===== src/design/gpe_pkg.sv =====
package gpe_pkg;

    // Fixed geometry of one glyph
    localparam int GLYPH_WIDTH  = 8;
    localparam int GLYPH_HEIGHT = 16;

    // Field widths
    localparam int COLOR_W  = 16;
    localparam int COORD_W  = 12;
    localparam int ROW_W    = COORD_W + 1;
    localparam int DIM_W    = 11;
    localparam int ROWNUM_W = 4;
    localparam int IDX_W    = 2;
    localparam int PAL_SIZE = 4;
    localparam int CFG_IDX_W  = 3;
    localparam int CFG_DATA_W = 16;

    // Default for the top-level palette storage width
    localparam int COLOR_BITS_DEFAULT = 16;

    // Register indexes on the configuration port
    localparam logic [CFG_IDX_W-1:0] REG_IMAGE_WIDTH  = 3'd0;
    localparam logic [CFG_IDX_W-1:0] REG_IMAGE_HEIGHT = 3'd1;
    localparam logic [CFG_IDX_W-1:0] REG_PALETTE_0    = 3'd2;
    localparam logic [CFG_IDX_W-1:0] REG_PALETTE_1    = 3'd3;
    localparam logic [CFG_IDX_W-1:0] REG_PALETTE_2    = 3'd4;
    localparam logic [CFG_IDX_W-1:0] REG_PALETTE_3    = 3'd5;

    // Reset values of the clip size
    localparam logic [DIM_W-1:0] IMAGE_DIM_RESET = 11'd256;

    // Modes
    localparam logic MODE_UNCLIPPED = 1'b0;
    localparam logic MODE_CLIPPED   = 1'b1;

    typedef struct packed {
        logic                       mode;
        logic [GLYPH_WIDTH*IDX_W-1:0] row_bits;
        logic signed [COORD_W-1:0]  origin_x;
        logic signed [COORD_W-1:0]  origin_y;
        logic [ROWNUM_W-1:0]        row_number;
    } gpe_item_t;

    typedef struct packed {
        logic signed [ROW_W-1:0]    pixel_row;
        logic signed [COORD_W-1:0]  first_column;
        logic [GLYPH_WIDTH-1:0]     write_mask;
        logic [COLOR_W-1:0]         pixel_color_0;
        logic [COLOR_W-1:0]         pixel_color_1;
        logic [COLOR_W-1:0]         pixel_color_2;
        logic [COLOR_W-1:0]         pixel_color_3;
        logic [COLOR_W-1:0]         pixel_color_4;
        logic [COLOR_W-1:0]         pixel_color_5;
        logic [COLOR_W-1:0]         pixel_color_6;
        logic [COLOR_W-1:0]         pixel_color_7;
    } gpe_result_t;

endpackage


===== src/design/gpe_row_expand.sv =====
module gpe_row_expand #(
    parameter int COLOR_BITS = gpe_pkg::COLOR_BITS_DEFAULT
) (
    input  gpe_pkg::gpe_item_t                     item,
    input  logic [gpe_pkg::DIM_W-1:0]              image_width,
    input  logic [gpe_pkg::DIM_W-1:0]              image_height,
    input  logic [gpe_pkg::PAL_SIZE-1:0][COLOR_BITS-1:0] palette,
    output gpe_pkg::gpe_result_t                   result
);
    import gpe_pkg::*;

    logic                          clipped;
    logic signed [ROW_W-1:0]       row;
    logic signed [ROW_W-1:0]       height_s;
    logic signed [ROW_W-1:0]       width_s;
    logic                          row_ok;
    logic [GLYPH_WIDTH-1:0]        mask;
    logic [GLYPH_WIDTH-1:0][COLOR_W-1:0] colors;

    assign clipped  = (item.mode == MODE_CLIPPED);
    assign height_s = $signed({2'b00, image_height});
    assign width_s  = $signed({2'b00, image_width});

    // Image row and row-level visibility
    always_comb
    begin
        row = ROW_W'(item.origin_y) + $signed({{(ROW_W-ROWNUM_W){1'b0}}, item.row_number});
        row_ok = ({1'b0, item.row_number} < (ROWNUM_W+1)'(GLYPH_HEIGHT));
        if (clipped && (row < 0 || row >= height_s))
        begin
            row_ok = 1'b0;
        end
    end

    // Per-pixel palette lookup, transparency and column clip
    always_comb
    begin
        logic [IDX_W-1:0]         idx;
        logic [COLOR_BITS-1:0]    color;
        logic signed [ROW_W-1:0]  col;
        logic                     ok;
        for (int k = 0; k < GLYPH_WIDTH; k++)
        begin
            idx   = item.row_bits[(GLYPH_WIDTH-1-k)*IDX_W +: IDX_W];
            color = palette[idx];
            col   = ROW_W'(item.origin_x) + ROW_W'(k);
            ok    = row_ok && (color != '0);
            if (clipped && (col < 0 || col >= width_s))
            begin
                ok = 1'b0;
            end
            mask[k]   = ok;
            colors[k] = ok ? COLOR_W'(color) : '0;
        end
    end

    // Result beat
    always_comb
    begin
        result.pixel_row     = row;
        result.first_column  = item.origin_x;
        result.write_mask    = mask;
        result.pixel_color_0 = colors[0];
        result.pixel_color_1 = colors[1];
        result.pixel_color_2 = colors[2];
        result.pixel_color_3 = colors[3];
        result.pixel_color_4 = colors[4];
        result.pixel_color_5 = colors[5];
        result.pixel_color_6 = colors[6];
        result.pixel_color_7 = colors[7];
    end

endmodule


===== src/design/glyph_row_palette_expander_unit.sv =====
// Glyph row palette expander.
// Input channel: an item (one glyph row of eight 2-bit palette indices with
// its origin, row number and clip mode) is taken on a clock edge where start
// is high and busy is low. busy stays low, so an item can be started every
// cycle.
// Result channel: result_valid is high for exactly one cycle with the result
// beat (image row, first column, write mask, eight colors). The receiver
// cannot stall; every result must be taken in the cycle it is shown.
// Path: the item is captured in the input register, expanded combinationally,
// then captured in the result register, from which the result is shown.
// Throughput: one item per cycle, set by the single combinational expansion
// stage between the two registers.
// Configuration: cfg_write/cfg_index/cfg_data write the clip size and the
// four palette colors; writes are taken at once and should only happen when
// no item is in flight. Unknown indexes are ignored.
// Reset: clears the valid flags, sets the clip size to 256 x 256 and all
// palette colors to zero (transparent).
module glyph_row_palette_expander_unit #(
    parameter int COLOR_BITS = gpe_pkg::COLOR_BITS_DEFAULT
) (
    input  logic                              clk,
    input  logic                              rst_n,
    input  logic                              start,
    output logic                              busy,
    input  gpe_pkg::gpe_item_t                item,
    output logic                              result_valid,
    output gpe_pkg::gpe_result_t              result,
    input  logic                              cfg_write,
    input  logic [gpe_pkg::CFG_IDX_W-1:0]     cfg_index,
    input  logic [gpe_pkg::CFG_DATA_W-1:0]    cfg_data
);
    import gpe_pkg::*;

    logic [DIM_W-1:0]                      width_reg;
    logic [DIM_W-1:0]                      height_reg;
    logic [PAL_SIZE-1:0][COLOR_BITS-1:0]   palette_reg;

    gpe_item_t                             item_reg;
    logic                                  item_valid_reg;
    gpe_result_t                           result_reg;
    logic                                  result_valid_reg;
    gpe_result_t                           result_next;

    assign busy = 1'b0;

    // Configuration registers
    always_ff @(posedge clk or negedge rst_n)
    begin
        if (!rst_n)
        begin
            width_reg   <= IMAGE_DIM_RESET;
            height_reg  <= IMAGE_DIM_RESET;
            palette_reg <= '0;
        end
        else if (cfg_write)
        begin
            case (cfg_index)
                REG_IMAGE_WIDTH:  width_reg      <= cfg_data[DIM_W-1:0];
                REG_IMAGE_HEIGHT: height_reg     <= cfg_data[DIM_W-1:0];
                REG_PALETTE_0:    palette_reg[0] <= COLOR_BITS'(cfg_data);
                REG_PALETTE_1:    palette_reg[1] <= COLOR_BITS'(cfg_data);
                REG_PALETTE_2:    palette_reg[2] <= COLOR_BITS'(cfg_data);
                REG_PALETTE_3:    palette_reg[3] <= COLOR_BITS'(cfg_data);
                default:          ;
            endcase
        end
    end

    // Valid flags for the input and result stages
    always_ff @(posedge clk or negedge rst_n)
    begin
        if (!rst_n)
        begin
            item_valid_reg   <= 1'b0;
            result_valid_reg <= 1'b0;
        end
        else
        begin
            item_valid_reg   <= start && !busy;
            result_valid_reg <= item_valid_reg;
        end
    end

    // Payload registers
    always_ff @(posedge clk)
    begin
        if (start && !busy)
        begin
            item_reg <= item;
        end
        if (item_valid_reg)
        begin
            result_reg <= result_next;
        end
    end

    gpe_row_expand #(
        .COLOR_BITS (COLOR_BITS)
    ) u_expand (
        .item         (item_reg),
        .image_width  (width_reg),
        .image_height (height_reg),
        .palette      (palette_reg),
        .result       (result_next)
    );

    assign result_valid = result_valid_reg;
    assign result       = result_reg;

endmodule

===== config.mk =====
export PLATFORM = sky130hd
export DESIGN_NAME = glyph_row_palette_expander_unit
export DESIGN_NICKNAME = d
export VERILOG_FILES = /design/src/design/gpe_pkg.sv /design/src/design/gpe_row_expand.sv /design/src/design/glyph_row_palette_expander_unit.sv
export SDC_FILE = /design/constraint.sdc
export NUM_CORES = 1
export LEC_CHECK = 0
export BUFFER_PORTS_ARGS = -buffer_cell sky130_fd_sc_hd__buf_2
export CAP_MARGIN = 20
export CORE_ASPECT_RATIO = 0.75
export CORE_MARGIN = 2
export CORE_UTILIZATION = 45
export CTS_CLUSTER_SIZE = 10
export DETAILED_ROUTE_END_ITERATION = 12
export REMOVE_ABC_BUFFERS = 1
export SETUP_SLACK_MARGIN = 0.4
export SLEW_MARGIN = 10
export SYNTH_ARGS = -nofsm -noshare
export SYNTH_HDL_FRONTEND = slang
export SYNTH_SLANG_ARGS = --single-unit

===== constraint.sdc =====
create_clock -name clk -period 11.4 [get_ports clk]
set_input_delay 0.57 -clock clk [delete_from_list [all_inputs] [get_ports clk]]
set_output_delay 0.57 -clock clk [all_outputs]
set_load 0.1 [all_outputs]

==> results of run 1 <==
per-layer routing:
metal	GRT usage, %	wire (um)
met1	38.41	22740
met2	36.67	21490
met3	8.658	6301
met4	9.821	2055
met5	0	0
final cells by class:
cell class | instances | area share [%]
Clock buffer | 54 | 5.089
Clock inverter | 4 | 0.1640
Inverter | 38 | 0.7189
Multi-Input combinational cell | 831 | 42.19
Sequential cell | 294 | 42.31
Tap cell | 504 | 3.178
Timing Repair Buffer | 243 | 6.351
what timing repair did:
item,CTS,global route
setup buffers,0,0
endpoints found under the hold margin,2,0
hold buffers,1,0
cell families (layout without fill, tap and decap cells):
| group | after synthesis | count (layout) | synth area share, % |
|---|---|---|---|
| XOR/XNOR | 66 | 66 | 3.367 |
| AND/OR/NAND/NOR | 336 | 336 | 10.73 |
| AO/OA/AOI/OAI | 130 | 130 | 5.706 |
| flip-flops | 294 | 294 | 48.87 |
| adder cells (fa/ha/maj) | 103 | 103 | 7.549 |
| multiplexers | 195 | 195 | 21.18 |
| other | 1 | 1 | 0.02184 |
| buffers and inverters | 104 | 339 | 2.572 |
placed cells by master, fill, tap and decap left out, types with 15 or more instances in the layout:
cell type / count
nor3_1: 15
mux4_2: 128
xor2_1: 37
and2_1: 88
buf_2: 228
clkbuf_16: 37
xnor2_1: 29
inv_1: 38
nor2b_1: 51
nand2_1: 59
edfxtp_1: 206
dfrtp_1: 85
ha_1: 102
nor2_1: 38
a21oi_1: 32
nand3_1: 20
clkbuf_1: 15
o21ai_0: 41
mux2_2: 67
nor4_1: 35
critical path, delay by kind of cell (launching register included):
kind	cells	cell delay, ps
AO/OA/AOI/OAI	6	2060
adder cells (fa/ha/maj)	3	910
AND/OR/NAND/NOR	3	540
flip-flops	1	370
XOR/XNOR	1	140
cells in the mapped netlist, types with 3 or more instances:
master,number
xor2_1,37
xnor2_1,29
a211o_1,3
buf_4,5
mux4_2,128
nand3_1,20
nor2_1,38
clkbuf_1,36
o21ai_0,41
o211ai_1,3
nand4_1,14
nand2_1,59
inv_1,38
and2_1,88
a21o_1,9
nor3_1,16
mux2_2,67
dfrtp_1,86
a211oi_1,3
nor2b_1,51
a21oi_1,32
a31oi_1,3
nor4_1,35
buf_1,9
edfxtp_1,206
o41ai_4,4
and3_1,3
ha_1,102
buf_2,13
worst min path at each step:
stage	start	to	slack, ps	cells past startpoint
floorplan	rst_n	height_reg[0]	270	0
global placement	height_reg[0]	height_reg[0]	500	1
detailed placement	height_reg[0]	height_reg[0]	510	1
CTS	item[34]	item_reg[34]	190	1
global route	item[36]	item_reg[36]	190	1
finish	item[34]	item_reg[34]	200	1
stage by stage:
stage	hold slack (ps)	instances
4_1_cts	190.0	1967
5_1_grt	193.2	1968
3_3_place_gp	497.6	1908
6_report	204.7	1968
2_1_floorplan	274.4	1163
3_5_place_dp	506.2	1908
power by group through the flow:
stage | Combinational [mW] | Sequential (mW) | Clock [mW]
2_1_floorplan | 0.627 | 2.10 | 0
3_3_place_gp | 1.48 | 1.65 | 0
3_5_place_dp | 1.49 | 1.66 | 0
4_1_cts | 1.50 | 1.64 | 1.06
5_1_grt | 1.59 | 1.67 | 1.11
6_report | 1.50 | 1.66 | 1.05
==> run summary, run 1 <==
status: completed
Final Hold Viols: 0
deepest level of the CTS H-tree: 2
Filler Cells Inserted: 3165
overall power: 4.208 mW
clock latency on the worst-skew pair: 540 ps
first-pass GRT wire length: 77590 um
combinational share of power: 35.6%
Syn Inst Count: 1229
Top cell by count, worst path: ha_1
flop and latch count out of synthesis: 294
Final Core Density: 53.16%
Critical Path AT: 4600 ps
Initial Util: 46.01%
Max Clock Freq: 237.6 MHz
crit path kind: flop to flop
CTS max path bufs: 3
CTS clk-pin slew, worst paths: 60 ps
Post-synth EDFFs: 206
Worst Setup SP: item_reg[4]
Critical-path top delay cell: o41ai_4
routed wire length: 52580 um
RR Endpoint: result[10]
Max stage delay on crit path: 830 ps
crit-path cells: ha_1 > fa_1 > a21oi_1 > o21ai_1 > nand2_1 > xnor2_1 > ha_1 > and4_4 > a211o_1 > a211oi_2 > o221ai_4 > o41ai_4 > and2_1
Slew @ Worst Pin: 1037 ps
Core Area: 0.03732 mm^2
clk_skew: 24.67 ps
# port buffers: 229
Slew headroom: 30.50%
vias per cell: 6.067
DRC Markers: 0
placed inst area: 0.01878 mm^2
count of different cell masters after synthesis: 66
sequential share of the synthesized area: 48.87%
cell taking the most area after synthesis: edfxtp_1
Worst EP required: 11790 ps
cell area after layout: 0.01984 mm^2
storage element area: 0.008394 mm^2
Syn-to-layout area delta: 15.55%
drt pass-1 iters: 5
Root Buffer: clkbuf_16
Clock power frac: 24.8%
multi-input combinational cell area: 0.008371 mm^2
total gr overflow: 0
crit path time final: 4208 ps
Syn Area/Cell: 13.97 um^2
fraction of registers with async set or reset after synthesis: 29.93%
synthesized cell area: 0.01717 mm^2
Crit. End Element: flop
crit path max fanout: 17
row count: 61
switching power: 1.759 mW
top cell type's share of synthesized area: 36.03%
share of layout cells above drive strength 1: 34.15%
DP HPWL: 36400 um
TritonCTS clock tree: done
Slew Limit Fails: 0
vias in the first global route: 11991
worst setup margin: 7192 ps
final setup violation count: 0
register share of total power: 39.5%
Num CTS Buffers: 36
number of max-cap violations: 0
die width: 229.6 um
peak supply drop: 154.7 uV
ANT cells: 0
post-cts gate resize count: 0
top cells by area, synth: edfxtp_1 (36%), mux4_2 (17%), dfrtp_1 (13%), ha_1 (7.4%), mux2_2 (4.4%)
Leak Pwr: 7.864 nW
Pwr Density: 212.1 mW/mm^2
RSZ-0062 raised after global routing: false
Nets: 1615
wire per inst: 26.72 um
io pins: 231
Reg2Reg Depth: 13
Startpoint Class: flop
Switching Fraction: 41.80%
antenna violations before repair: 1
clk sinks: 294
Yosys Warn Count: 0
Setup TNS: 0 ps
largest net degree at the start of global routing: 74
Via Count: 11940
hold crit path type: primary input to flop
Routed Antenna Nets: 0
Initial DRC Count: 1327
fin crit share: 36.92%
gpl congestion: 0.9732
dpl ws: 7211 ps
die area: 0.03975 mm^2
r2r setup slk: 7190 ps
Largest register FFs: 161
Die Ht: 173.2 um
Worst setup endpoint: result[10]
R2R Path Start: item_reg[4]
total track usage: 26.40%
ys flop type: edfxtp_1
P_int: 2.449 mW
No activity file was read; power rests on OpenSTA's default activity.
==> run 2, diff against run 1 <==
--- a/config.mk
+++ b/config.mk
@@ -12,6 +12,7 @@
 export CORE_UTILIZATION = 45
 export CTS_CLUSTER_SIZE = 10
 export DETAILED_ROUTE_END_ITERATION = 12
+export PLACE_DENSITY = 0.67
 export REMOVE_ABC_BUFFERS = 1
 export SETUP_SLACK_MARGIN = 0.4
 export SLEW_MARGIN = 10
==> constraint.sdc (replaced) <==
create_clock -name clk -period 3.75 [get_ports clk]
set_input_delay 0.1875 -clock clk [delete_from_list [all_inputs] [get_ports clk]]
set_output_delay 0.1875 -clock clk [all_outputs]
set_load 0.1 [all_outputs]
==> run 2 against run 1 <==
Compared with the run above:
- maximum frequency rose by 14%
- combinational power rose to 3.3 times the previous value
- register-to-register slack got worse by 7100 ps
- sequential power rose to 3.0 times the previous value
- routed wire length rose by 2.4%
- sequential share of layout area fell by 2.9 points
- clock-buffer cell count did not move
- die area did not move
==> run summary, run 2 (same netlist as run 1, synthesis figures left out) <==
status: completed (unchanged)
Startpoint Class: flop (unchanged)
drt pass-1 iters: 5 (unchanged)
Core Area: 0.03732 mm^2 (unchanged)
DP HPWL: 36320 um (was 36400 um)
Top cell by count, worst path: nand3_1 (was ha_1)
wire per inst: 25.84 um (was 26.72 um)
Slew Limit Fails: 0 (unchanged)
Hold Worst Slack: 18.99 ps (was 204.7 ps)
total gr overflow: 0 (unchanged)
Initial Util: 46.01% (unchanged)
Nets: 1727 (was 1615)
commonest non-fill, non-tap cells in the layout: buf_2 (229), edfxtp_1 (206), mux4_2 (128) (was buf_2 (228), edfxtp_1 (206), mux4_2 (128))
clock latency on the worst-skew pair: 530 ps (was 540 ps)
Setup TNS: 0 ps (unchanged)
dpl cells: 1943 (was 1908)
Slew headroom: 17.79% (was 30.50%)
die area: 0.03975 mm^2 (unchanged)
Critical-path top delay cell: ha_2 (was o41ai_4)
Slew @ Worst Pin: 1223 ps (was 1037 ps)
routed wire length: 53830 um (was 52580 um)
cell area after layout: 0.02128 mm^2 (was 0.01984 mm^2)
share of layout cells above drive strength 1: 40.22% (was 34.15%)
# port buffers: 229 (unchanged)
clk sinks: 294 (unchanged)
commonest non-fill, non-tap cell in the layout: buf_2 (unchanged)
row count: 61 (unchanged)
clk_skew: 20.61 ps (was 24.67 ps)
Num CTS Buffers: 36 (unchanged)
final setup violation count: 0 (unchanged)
vias per cell: 6.021 (was 6.067)
TritonCTS clock tree: done (unchanged)
ANT cells: 0 (unchanged)
overall power: 13.14 mW (was 4.208 mW)
peak supply drop: 399.3 uV (was 154.7 uV)
Worst EP required: 4140 ps (was 11790 ps)
dpl ws: -168.7 ps (was 7211 ps)
Die Ht: 173.2 um (unchanged)
number of max-cap violations: 0 (unchanged)
CTS clk-pin slew, worst paths: 60 ps (about the same)
Syn-to-layout area delta: 23.95% (was 15.55%)
placed inst area: 0.01911 mm^2 (was 0.01878 mm^2)
Critical Path AT: 4090 ps (was 4600 ps)
io pins: 231 (unchanged)
Max Clock Freq: 270.1 MHz (was 237.6 MHz)
first-pass GRT wire length: 78200 um (was 77590 um)
vias in the first global route: 12348 (was 11991)
Filler Cells Inserted: 2963 (was 3165)
largest net degree at the start of global routing: 99 (was 74)
met2 WL post-DR: 22940 um (was 21490 um)
DRC Markers: 0 (unchanged)
Root Buffer: clkbuf_16 (unchanged)
RSZ-0062 raised after global routing: true (was false)
Routed Antenna Nets: 0 (unchanged)
WL met1: 22360 um (was 22740 um)
Largest register FFs: 161 (unchanged)
crit path max fanout: 6 (was 17)
antenna violations before repair: 0 (was 1)
Pwr Density: 617.5 mW/mm^2 (was 212.1 mW/mm^2)
crit path kind: flop to flop (unchanged)
metal3 WL: 6854 um (was 6301 um)
Initial DRC Count: 1437 (was 1327)
Final Core Density: 57.03% (was 53.16%)
die width: 229.6 um (unchanged)
Leak Pwr: 8.590 nW (was 7.864 nW)
fin crit share: 98.74% (was 36.92%)
hold crit path type: primary input to flop (unchanged)
Layout Cells excl Fill: 2083 (was 1968)
worst setup margin: 47.38 ps (was 7192 ps)
crit path time final: 3703 ps (was 4208 ps)
crit-path cells: ha_2 > nand3_1 > o22ai_2 > nand3_1 > xnor2_2 > ha_1 > and4_4 > a211o_1 > a211oi_2 > o221ai_4 > buf_12 > o41ai_4 > buf_2 > and2_4 (was ha_1 > fa_1 > a21oi_1 > o21ai_1 > nand2_1 > xnor2_1 > ha_1 > and4_4 > a211o_1 > a211oi_2 > o221ai_4 > o41ai_4 > and2_1)
Final Hold Viols: 0 (unchanged)
gpl congestion: 0.9857 (was 0.9732)
Via Count: 12541 (was 11940)
deepest level of the CTS H-tree: 2 (unchanged)
Max stage delay on crit path: 400 ps (was 830 ps)
total track usage: 26.55% (was 26.40%)
DR top layer: met4 (unchanged)
CTS max path bufs: 3 (unchanged)
Crit. End Element: flop (unchanged)
==> run 2: cell count changes in the layout (fill, tap and decap cells not counted), sizes merged <==
cell,before,now
clkinv,3,5
clkbuf,54,55
buf,242,292
o41a,2,4
dlygate4sd3,1,60
inv,39,40
==> run 2: layout make-up <==
cell class	instances	area, um^2	area share [%]
multi-input combinational	833	8736	41.05
clock buffer	54	989.7	4.650
tap	504	630.6	2.963
timing repair buffer	353	2351	11.05
inverter	38	142.6	0.6702
sequential	294	8394	39.44
clock inverter	7	38.79	0.1822
==> run 2: routing by layer <==
metal	up-vias	global-route usage, %
li1	5410	-
met1	6253	38.18
met2	775	38.32
met3	103	9.037
met4	0	7.224
met5	-	0.4808
==> run 2: report_power, final <==
part           leakage (nW)  internal [mW]  switching (mW)
clock                 0.498           1.82            1.30
sequential             3.12           4.09           0.950
combinational          4.97           1.82            3.17
total                  8.59           7.72            5.42
==> run 2: timing repair <==
action | CTS | global route
cloned | 3 | 3
hold buffers | 60 | 0
resized for setup | 21 | 79
setup endpoints to repair | 136 | 136
setup buffers | 4 | 8
endpoints found under the hold margin | 174 | 0
pin swaps | 33 | 25
==> run 2: worst paths after layout <==
kind,startpoint,to,slack (ps),cells past startpoint
setup / recovery,item_reg[6],result[25],50,14
hold / removal,cfg_data[9],height_reg[9],20,3
setup reg to reg,item_reg[6],result[25],50,14
hold reg to reg,height_reg[0],height_reg[0],520,1
max in group asynchronous,rst_n,width_reg[8],2950,3
min in group asynchronous,rst_n,item_valid_reg,130,2
==> run 2: critical path: cells and delay by family, from the launching register on <==
kind / cells / cell delay (ps)
XOR/XNOR: 1 / 170
AO/OA/AOI/OAI: 5 / 1270
buffers and inverters: 2 / 420
flip-flops: 1 / 360
AND/OR/NAND/NOR: 4 / 610
adder cells (fa/ha/maj): 2 / 730
